[src/sv/dda_pkg.sv]
// Shared types, codes and sizes of the DDA step generator.
`default_nettype none

package dda_pkg;

  localparam int AXES = 3;
  localparam int STEP_BITS = 24;
  localparam int TICK_BITS = 28;
  localparam int VIS_AXES = (AXES < 3) ? AXES : 3;
  localparam int ACC_BITS = 42;
  localparam int QDEPTH = 2;
  localparam int QPTR_BITS = (QDEPTH > 1) ? $clog2(QDEPTH) : 1;
  localparam int QCNT_BITS = $clog2(QDEPTH + 1);

  typedef logic signed [ACC_BITS-1:0] acc_t;
  localparam acc_t ACC_LIMIT = ACC_BITS'(64'h100_0000_0000);

  typedef enum logic [1:0] {
    ACT_SET,
    ACT_START,
    ACT_TICK,
    ACT_ABORT
  } action_t;

  localparam logic [1:0] DIR_NONE = 2'd0;
  localparam logic [1:0] DIR_FWD = 2'd1;
  localparam logic [1:0] DIR_REV = 2'd2;

  localparam logic [1:0] ST_OK = 2'd0;
  localparam logic [1:0] ST_BLOCKED = 2'd1;
  localparam logic [1:0] ST_ABORTED = 2'd2;
  localparam logic [1:0] ST_IGNORED = 2'd3;

  localparam logic [1:0] CLEAR_MINUS = 2'h1;
  localparam logic [1:0] CLEAR_PLUS = 2'h2;

  typedef struct packed {
    logic [1:0]  action;
    logic [1:0]  axis;
    logic [23:0] step_count;
    logic [1:0]  direction;
    logic [27:0] total_ticks;
    logic [5:0]  endstop_bits;
  } req_t;

  typedef struct packed {
    logic [2:0]  step_toggle;
    logic [2:0]  reverse_mask;
    logic        moving;
    logic        move_done;
    logic [1:0]  status;
    logic [23:0] steps_left;
  } rsp_t;

  typedef struct packed {
    action_t               kind;
    logic [1:0]            axis;
    logic                  set_ok;
    logic [1:0]            dir;
    logic [STEP_BITS-1:0]  count;
    logic [TICK_BITS-1:0]  ticks;
    logic [AXES-1:0]       clear_fwd;
    logic [AXES-1:0]       clear_rev;
  } cmd_t;

  typedef struct packed {
    logic                 full;
    logic                 empty;
    logic [QCNT_BITS-1:0] count;
  } q_status_t;

endpackage

`default_nettype wire

[src/sv/multi_axis_dda_step_generator_top.sv]
// Top level of the three-axis DDA step generator.
// Requests enter on cmd (cmd_valid / cmd_ready) as set_axis, start, tick or
// abort items; each request yields exactly one result on rsp (rsp_valid /
// rsp_ready) carrying step toggles, direction mask, moving, done, status and
// the remaining steps of the addressed axis.
// An accepted request is stored in the command queue, and its result is then
// registered in the result register. One request per cycle is sustained while
// rsp_ready stays high; every active axis updates its accumulator in parallel.
// A two-entry command queue separates the decoder from the motion engine.
// When the receiver stalls, the result register holds its value, the queue
// fills, and cmd_ready drops once both queue entries are taken.
// Synchronous reset clears all axis counts, directions and accumulators,
// stops any move and empties the queue; no request is taken during reset.
`default_nettype none

module multi_axis_dda_step_generator_top
  import dda_pkg::*;
(
  input  wire logic clk,
  input  wire logic rst,
  input  wire logic cmd_valid,
  output logic      cmd_ready,
  input  wire req_t cmd,
  output logic      rsp_valid,
  input  wire logic rsp_ready,
  output rsp_t      rsp
);

  q_status_t q_stat;
  logic      push;
  logic      pop;
  cmd_t      dec_cmd;
  cmd_t      head;

  dda_front u_front (
    .rst       (rst),
    .req_valid (cmd_valid),
    .req_ready (cmd_ready),
    .req       (cmd),
    .q_stat    (q_stat),
    .push      (push),
    .cmd       (dec_cmd)
  );

  dda_queue u_queue (
    .clk      (clk),
    .rst      (rst),
    .push     (push),
    .push_cmd (dec_cmd),
    .pop      (pop),
    .head     (head),
    .q_stat   (q_stat)
  );

  dda_back u_back (
    .clk       (clk),
    .rst       (rst),
    .head      (head),
    .q_stat    (q_stat),
    .pop       (pop),
    .rsp_valid (rsp_valid),
    .rsp_ready (rsp_ready),
    .rsp       (rsp)
  );

`ifndef ASSERT_OFF
  a_queue_bound: assert property (@(posedge clk) disable iff (rst)
    q_stat.count <= QCNT_BITS'(QDEPTH))
    else $error("Command queue holds more entries than it has.");

  a_done_stops: assert property (@(posedge clk) disable iff (rst)
    rsp_valid && rsp.move_done |-> !rsp.moving && rsp.step_toggle == 3'd0)
    else $error("A completing tick reports motion.");

  a_step_moving: assert property (@(posedge clk) disable iff (rst)
    rsp_valid && rsp.step_toggle != 3'd0 |-> rsp.moving && rsp.status == ST_OK)
    else $error("Step toggles reported outside a running move.");

  a_pop_count: assert property (@(posedge clk) disable iff (rst)
    pop && !push |=> q_stat.count == $past(q_stat.count) - 1'b1)
    else $error("Queue level does not follow a pop.");
`endif

endmodule

`default_nettype wire

[src/sv/dda_front.sv]
// Front end: accepts requests and decodes them into queued commands.
`default_nettype none

module dda_front
  import dda_pkg::*;
(
  input  wire logic      rst,
  input  wire logic      req_valid,
  output logic           req_ready,
  input  wire req_t      req,
  input  wire q_status_t q_stat,
  output logic           push,
  output cmd_t           cmd
);

  logic [1:0] side;

  assign req_ready = !rst && !q_stat.full;
  assign push = req_valid && req_ready;

  always_comb begin
    side = '0;
    cmd.kind = action_t'(req.action);
    cmd.axis = req.axis;
    cmd.dir = req.direction;
    cmd.set_ok = (int'(req.axis) < AXES) && (req.direction != 2'd3);
    cmd.count = (req.direction == DIR_NONE) ? '0 : STEP_BITS'(req.step_count);
    cmd.ticks = TICK_BITS'(req.total_ticks);
    for (int i = 0; i < AXES; i++) begin
      side = 2'(req.endstop_bits >> (2 * i));
      if (i >= 3) begin
        cmd.clear_fwd[i] = 1'b1;
        cmd.clear_rev[i] = 1'b1;
      end else begin
        cmd.clear_fwd[i] = (side & CLEAR_PLUS) != '0;
        cmd.clear_rev[i] = (side & CLEAR_MINUS) != '0;
      end
    end
  end

endmodule

`default_nettype wire

[src/sv/dda_queue.sv]
// Short command queue between the front end and the motion engine.
`default_nettype none

module dda_queue
  import dda_pkg::*;
(
  input  wire logic clk,
  input  wire logic rst,
  input  wire logic push,
  input  wire cmd_t push_cmd,
  input  wire logic pop,
  output cmd_t      head,
  output q_status_t q_stat
);

  cmd_t                 slots [QDEPTH];
  logic [QPTR_BITS-1:0] wr_ptr;
  logic [QPTR_BITS-1:0] rd_ptr;
  logic [QCNT_BITS-1:0] count;

  assign head = slots[rd_ptr];
  assign q_stat.count = count;
  assign q_stat.full = (count == QCNT_BITS'(QDEPTH));
  assign q_stat.empty = (count == '0);

  always_ff @(posedge clk) begin
    if (rst) begin
      wr_ptr <= '0;
      rd_ptr <= '0;
      count <= '0;
    end else begin
      if (push) begin
        wr_ptr <= (wr_ptr == QPTR_BITS'(QDEPTH - 1)) ? '0 : wr_ptr + 1'b1;
      end
      if (pop) begin
        rd_ptr <= (rd_ptr == QPTR_BITS'(QDEPTH - 1)) ? '0 : rd_ptr + 1'b1;
      end
      count <= count + QCNT_BITS'(push) - QCNT_BITS'(pop);
    end
  end

  always_ff @(posedge clk) begin
    if (push) begin
      slots[wr_ptr] <= push_cmd;
    end
  end

endmodule

`default_nettype wire

[src/sv/dda_back.sv]
// Motion engine: axis state, Bresenham update and the result register.
`default_nettype none

module dda_back
  import dda_pkg::*;
(
  input  wire logic      clk,
  input  wire logic      rst,
  input  wire cmd_t      head,
  input  wire q_status_t q_stat,
  output logic           pop,
  output logic           rsp_valid,
  input  wire logic      rsp_ready,
  output rsp_t           rsp
);

  logic [STEP_BITS-1:0] prog [AXES];
  logic [STEP_BITS-1:0] rem [AXES];
  logic [1:0]           dirs [AXES];
  acc_t                 acc [AXES];
  logic [TICK_BITS-1:0] move_ticks;
  logic                 running;

  logic [STEP_BITS-1:0] prog_next [AXES];
  logic [STEP_BITS-1:0] rem_next [AXES];
  logic [1:0]           dirs_next [AXES];
  acc_t                 acc_next [AXES];
  logic [TICK_BITS-1:0] move_ticks_next;
  logic                 running_next;
  rsp_t                 rsp_next;

  acc_t            sum [AXES];
  acc_t            over [AXES];
  acc_t            t_one;
  acc_t            t_two;
  logic [AXES-1:0] hit;
  logic            any;
  logic            blocked;
  logic [1:0]      status;

  assign pop = !q_stat.empty && (!rsp_valid || rsp_ready);
  assign t_one = acc_t'(move_ticks);
  assign t_two = acc_t'({move_ticks, 1'b0});

  always_comb begin
    prog_next = prog;
    rem_next = rem;
    dirs_next = dirs;
    acc_next = acc;
    move_ticks_next = move_ticks;
    running_next = running;
    hit = '0;
    any = 1'b0;
    blocked = 1'b0;
    status = ST_OK;
    rsp_next = '0;

    for (int i = 0; i < AXES; i++) begin
      sum[i] = acc[i] + acc_t'({prog[i], 1'b0});
      over[i] = sum[i] - t_two;
      if ((dirs[i] == DIR_FWD && !head.clear_fwd[i]) ||
          (dirs[i] == DIR_REV && !head.clear_rev[i])) begin
        blocked = 1'b1;
      end
    end

    case (head.kind)
      ACT_SET: begin
        if (running || !head.set_ok) begin
          status = ST_IGNORED;
        end else begin
          for (int i = 0; i < AXES; i++) begin
            if (int'(head.axis) == i) begin
              prog_next[i] = head.count;
              rem_next[i] = head.count;
              dirs_next[i] = head.dir;
              acc_next[i] = '0;
            end
          end
        end
      end
      ACT_START: begin
        if (running) begin
          status = ST_IGNORED;
        end else if (blocked) begin
          status = ST_BLOCKED;
        end else begin
          move_ticks_next = head.ticks;
          running_next = 1'b1;
        end
      end
      ACT_TICK: begin
        if (!running) begin
          status = ST_IGNORED;
        end else begin
          for (int i = 0; i < AXES; i++) begin
            if (dirs[i] != DIR_NONE && rem[i] != '0) begin
              any = 1'b1;
              if (sum[i] > t_one) begin
                hit[i] = 1'b1;
                rem_next[i] = rem[i] - 1'b1;
                acc_next[i] = (over[i] > ACC_LIMIT) ? ACC_LIMIT : over[i];
              end else begin
                acc_next[i] = (sum[i] > ACC_LIMIT) ? ACC_LIMIT : sum[i];
              end
            end
          end
          if (!any) begin
            running_next = 1'b0;
            rsp_next.move_done = 1'b1;
          end
        end
      end
      ACT_ABORT: begin
        if (running) begin
          running_next = 1'b0;
          status = ST_ABORTED;
        end else begin
          status = ST_IGNORED;
        end
      end
      default: begin
        status = ST_IGNORED;
      end
    endcase

    for (int j = 0; j < VIS_AXES; j++) begin
      rsp_next.step_toggle[j] = hit[j];
      rsp_next.reverse_mask[j] = (dirs_next[j] == DIR_REV);
    end
    for (int i = 0; i < AXES; i++) begin
      if (int'(head.axis) == i) begin
        rsp_next.steps_left = 24'(rem_next[i]);
      end
    end
    rsp_next.moving = running_next;
    rsp_next.status = status;
  end

  always_ff @(posedge clk) begin
    if (rst) begin
      for (int i = 0; i < AXES; i++) begin
        prog[i] <= '0;
        rem[i] <= '0;
        dirs[i] <= DIR_NONE;
        acc[i] <= '0;
      end
      move_ticks <= '0;
      running <= 1'b0;
      rsp_valid <= 1'b0;
    end else begin
      if (pop) begin
        prog <= prog_next;
        rem <= rem_next;
        dirs <= dirs_next;
        acc <= acc_next;
        move_ticks <= move_ticks_next;
        running <= running_next;
        rsp_valid <= 1'b1;
      end else if (rsp_ready) begin
        rsp_valid <= 1'b0;
      end
    end
  end

  always_ff @(posedge clk) begin
    if (pop) begin
      rsp <= rsp_next;
    end
  end

endmodule

`default_nettype wire
[config.mk]
export PLATFORM = sky130hd
export DESIGN_NAME = multi_axis_dda_step_generator_top
export DESIGN_NICKNAME = d
export VERILOG_FILES = /design/src/sv/dda_pkg.sv /design/src/sv/multi_axis_dda_step_generator_top.sv /design/src/sv/dda_front.sv /design/src/sv/dda_queue.sv /design/src/sv/dda_back.sv
export SDC_FILE = /design/constraint.sdc
export NUM_CORES = 2
export LEC_CHECK = 0
export ABC_AREA = 1
export BUFFER_PORTS_ARGS = -buffer_cell sky130_fd_sc_hd__buf_2
export CORE_UTILIZATION = 45
export CTS_CLUSTER_DIAMETER = 60
export CTS_CLUSTER_SIZE = 25
export DETAILED_ROUTE_END_ITERATION = 6
export PLACE_DENSITY_LB_ADDON = 0.15
export SLEW_MARGIN = 20
export SYNTH_ARGS = -nofsm -noshare
export SYNTH_HDL_FRONTEND = slang
export SYNTH_SLANG_ARGS = --single-unit
[constraint.sdc]
create_clock -name clk -period 6.29 [get_ports clk]
set_clock_uncertainty 0.15 [all_clocks]
set_input_delay 0 -clock clk [delete_from_list [all_inputs] [get_ports clk]]
set_output_delay 0 -clock clk [all_outputs]
set_load 0.05 [all_outputs]
==> results.yml <==
outcome:
  status: "complete, no violations"
layout:
  final_nets: 7166
  final_cell_mix: "nand2_1 (2217), inv_1 (962), nor2_1 (566), a21oi_1 (550), nand3_1 (385)"
  layout_commonest_cell: "nand2_1"
  design_area_um2: 46200
  finalCoreUtilization: 0.5133
  area_delta_synth_final_pct: 12.84
  stdcell_count: 8076
  fillers: 9458
  layout-drive-gt1-share: 0.06613
critical_path:
  cp_top_family: "simple AND/OR/NAND/NOR gates"
  cp-end-kind: "flip-flop"
  path_class: "flip-flop to flip-flop"
  max_stage_delay_ps: 430
  slowest_stage: "fa_1"
  path_buf_inv: 2
  required_ps: 6530
  path_max_fanout: 11
  startpoint_type: "flip-flop"
  crit_arrival_ps: 6130
  crit_path_frequent_cell: "nand2_1"
die:
  io_pins: 104
  die_y_um: 303.6
  die-area_um2: 92190
  core-area_um2: 90010
  rows: 110
  die_w_um: 303.6
  start_util: 0.4549
grt:
  grt_pass1_vias: 41200
  overflow: 0
  grt_max_degree: 75
  antenna_found_initial: 2
  grt_pass1_wl_mm: 250.6
  track_usage: 0.3519
detailed_routing:
  vias: 45020
  wl_per_cell_um: 20.59
  drc_errors: 0
  drt_iter0_drc: 4519
  first_pass_iters: 6
  drt-vias-per-instance: 5.574
  wirelength_mm: 166.3
  ant_nets: 0
synthesis:
  yosysTopAreaCellShare: 0.2033
  syn_area_per_cell_um2: 6.132
  syn_inst: 6677
  yosysSeqAreaShare: 0.2709
  yosys_warnings: 0
  syn_area_um2: 40940
  synth-edff-count: 164
  synthArstFlopShare: 0
  synth_area_leaders: "nand2_1 (20%), dfxtp_1 (15%), edfxtp_1 (12%)"
  yosysTopAreaCell: "nand2_1"
  syn-num-nets: 6995
  synth_cell_type_count: 67
  synth_ff_type: "dfxtp_1"
  ys_ff_latch: 472
placed_design:
  dp_hpwl_mm: 127.6
  dpl-instance-area_um2: 42790
  port_buffers: 103
  place_inst: 7840
  place.gp.congestion: 1.014
hold_path:
  min_path_type: "primary input to flip-flop"
pwr:
  p_per_area_nw_per_um2: 568.1
  peakVddDrop_uv: 559.4
  p_leak_nw: 23.27
timing:
  slew_violations: 0
  setup_tns_ps: 0
  period_needed_ps: 5892
  fmax_ghz: 0.1697
  setup_violations: 0
  tightestPinTransition_ps: 1095
  hold_viol: 0
  post-route-period-util: 0.9367
  slew_headroom: 0.2651
  rsz0062_at_grt: "no"
  hold_slack_ps: 25.22
run:
  drv_cap: 0
cts:
  clock_path_buffers: 3
  clock-sinks: 472
  htree_num_levels: 2
  cts_root_buf: "clkbuf_16"
  clk_latency_ps: 750
  post_cts_buffers: 0
  clkTransAtPathRegs_ps: 100
  cts_tree: "built"
  cts_buffers: 56
## flip-flops by register name, indices dropped and copies added, names as in the netlist, named ones only
| register | count |
|---|---|
| u_back.move_ticks | 28 |
| u_back.dirs | 6 |
| u_back.running | 1 |
| u_back.rsp | 34 |
| u_back.rem | 72 |
| u_back.rsp_valid | 1 |
| u_queue.slots | 130 |
| u_back.acc | 123 |
| u_back.prog | 72 |
| u_queue.rd_ptr | 1 |
| u_queue.wr_ptr | 1 |
| u_queue.count | 2 |
## cell usage after synthesis (5+ instances only)
cell type	instances
o21ai_0	304
nor2_4	7
a221oi_1	5
o211ai_1	12
a211oi_1	46
nor3_1	64
nor3_2	7
nand2_1	2218
a22oi_1	16
o21bai_1	8
nor4_1	29
buf_4	8
o21a_1	9
buf_1	10
o21ai_1	29
nand3b_1	26
a31oi_1	33
buf_6	7
fa_1	6
clkbuf_1	146
a21o_1	7
nor2_1	572
a21oi_1	551
o311ai_1	6
nor2_2	35
a31o_2	5
inv_2	18
nand4_1	107
clkinv_1	5
edfxtp_1	164
o311ai_0	39
ha_1	244
nand3_2	13
nand3_1	385
or2_2	35
dfxtp_1	308
and2_1	6
xor2_1	90
inv_1	963
nand2_2	17
xnor2_1	46
buf_2	24
## power breakdown
part	internal (mW)	total, mW	switching, mW
Combinational	4.91	18.4	13.4
Clock	2.00	3.69	1.68
Sequential	3.75	4.20	0.457
Total	10.7	26.2	15.6
## worst paths after layout
kind                                startpoint                              to  slack [ps]  cells past startpoint
setup / recovery  u_back.prog[24]$_SDFFE_PP0P_         u_back.rsp[2]$_DFFE_PP_         400                     28
hold / removal                         cmd[54]  u_queue.slots[0][52]$_DFFE_PP_          30                      4
hold reg to reg    u_queue.rd_ptr$_SDFFE_PP0P_                       flip-flop         310                      1
setup reg to reg  u_back.prog[24]$_SDFFE_PP0P_         u_back.rsp[2]$_DFFE_PP_         400                     28
## per-stage QoR
step           total power, mW  setup WS, ps
2_1_floorplan            16.53          1459
3_3_place_gp             21.93         658.2
3_5_place_dp             21.91         634.0
4_1_cts                  25.74         481.9
5_1_grt                  28.21         29.70
6_report                 26.25         398.2
## area by class of cell
cell class | instances | area, µm² | area share
multi-input cells | 5021 | 25380 | 0.5494
flip-flops and latches | 472 | 11090 | 0.2401
inverters | 987 | 3709 | 0.08027
repair buffers | 310 | 2406 | 0.05208
clock buffers | 67 | 1515 | 0.03280
well taps | 1176 | 1471 | 0.03185
clock inverters | 39 | 613.1 | 0.01327
diodes | 4 | 10.01 | 0.0002167
## per-layer routing
metal  global-route usage  share of wire  vias to the layer above
met3              0.06103          0.089                      391
met5                    0        0.00016                        -
met2               0.5390           0.42                     1955
met1               0.4739           0.43                    20700
met4               0.1812          0.056                        4
li1                     -              -                    21970
## worst register-to-register path: cells and delay by family (launching register included)
kind / cells / cell delay [ps]
buffers and inverters: 2 / 360
AO/OA/AOI/OAI: 3 / 690
AND/OR/NAND/NOR: 19 / 2710
flip-flops: 1 / 370
XOR/XNOR: 1 / 400
adder cells (fa/ha/maj): 3 / 860
## kinds of logic (layout without fill, tap and decap cells)
group	after synthesis	count (layout)	synth area share
simple gates	3538	3538	0.3618
buf+inv	1184	1403	0.1117
compound gates	1094	1094	0.1478
flops	472	472	0.2709
fa+ha+maj	250	250	0.07750
xor+xnor	139	139	0.03029
other cells	0	4	0
## timing repair
| item | CTS | global route |
|---|---|---|
| hold buffers | 126 | 0 |
| resized for setup | 0 | 1 |
| hold endpoints to repair | 194 | 0 |
| setup endpoints to repair | 0 | 2 |
Note: power is estimated with default switching activity, not from simulation.
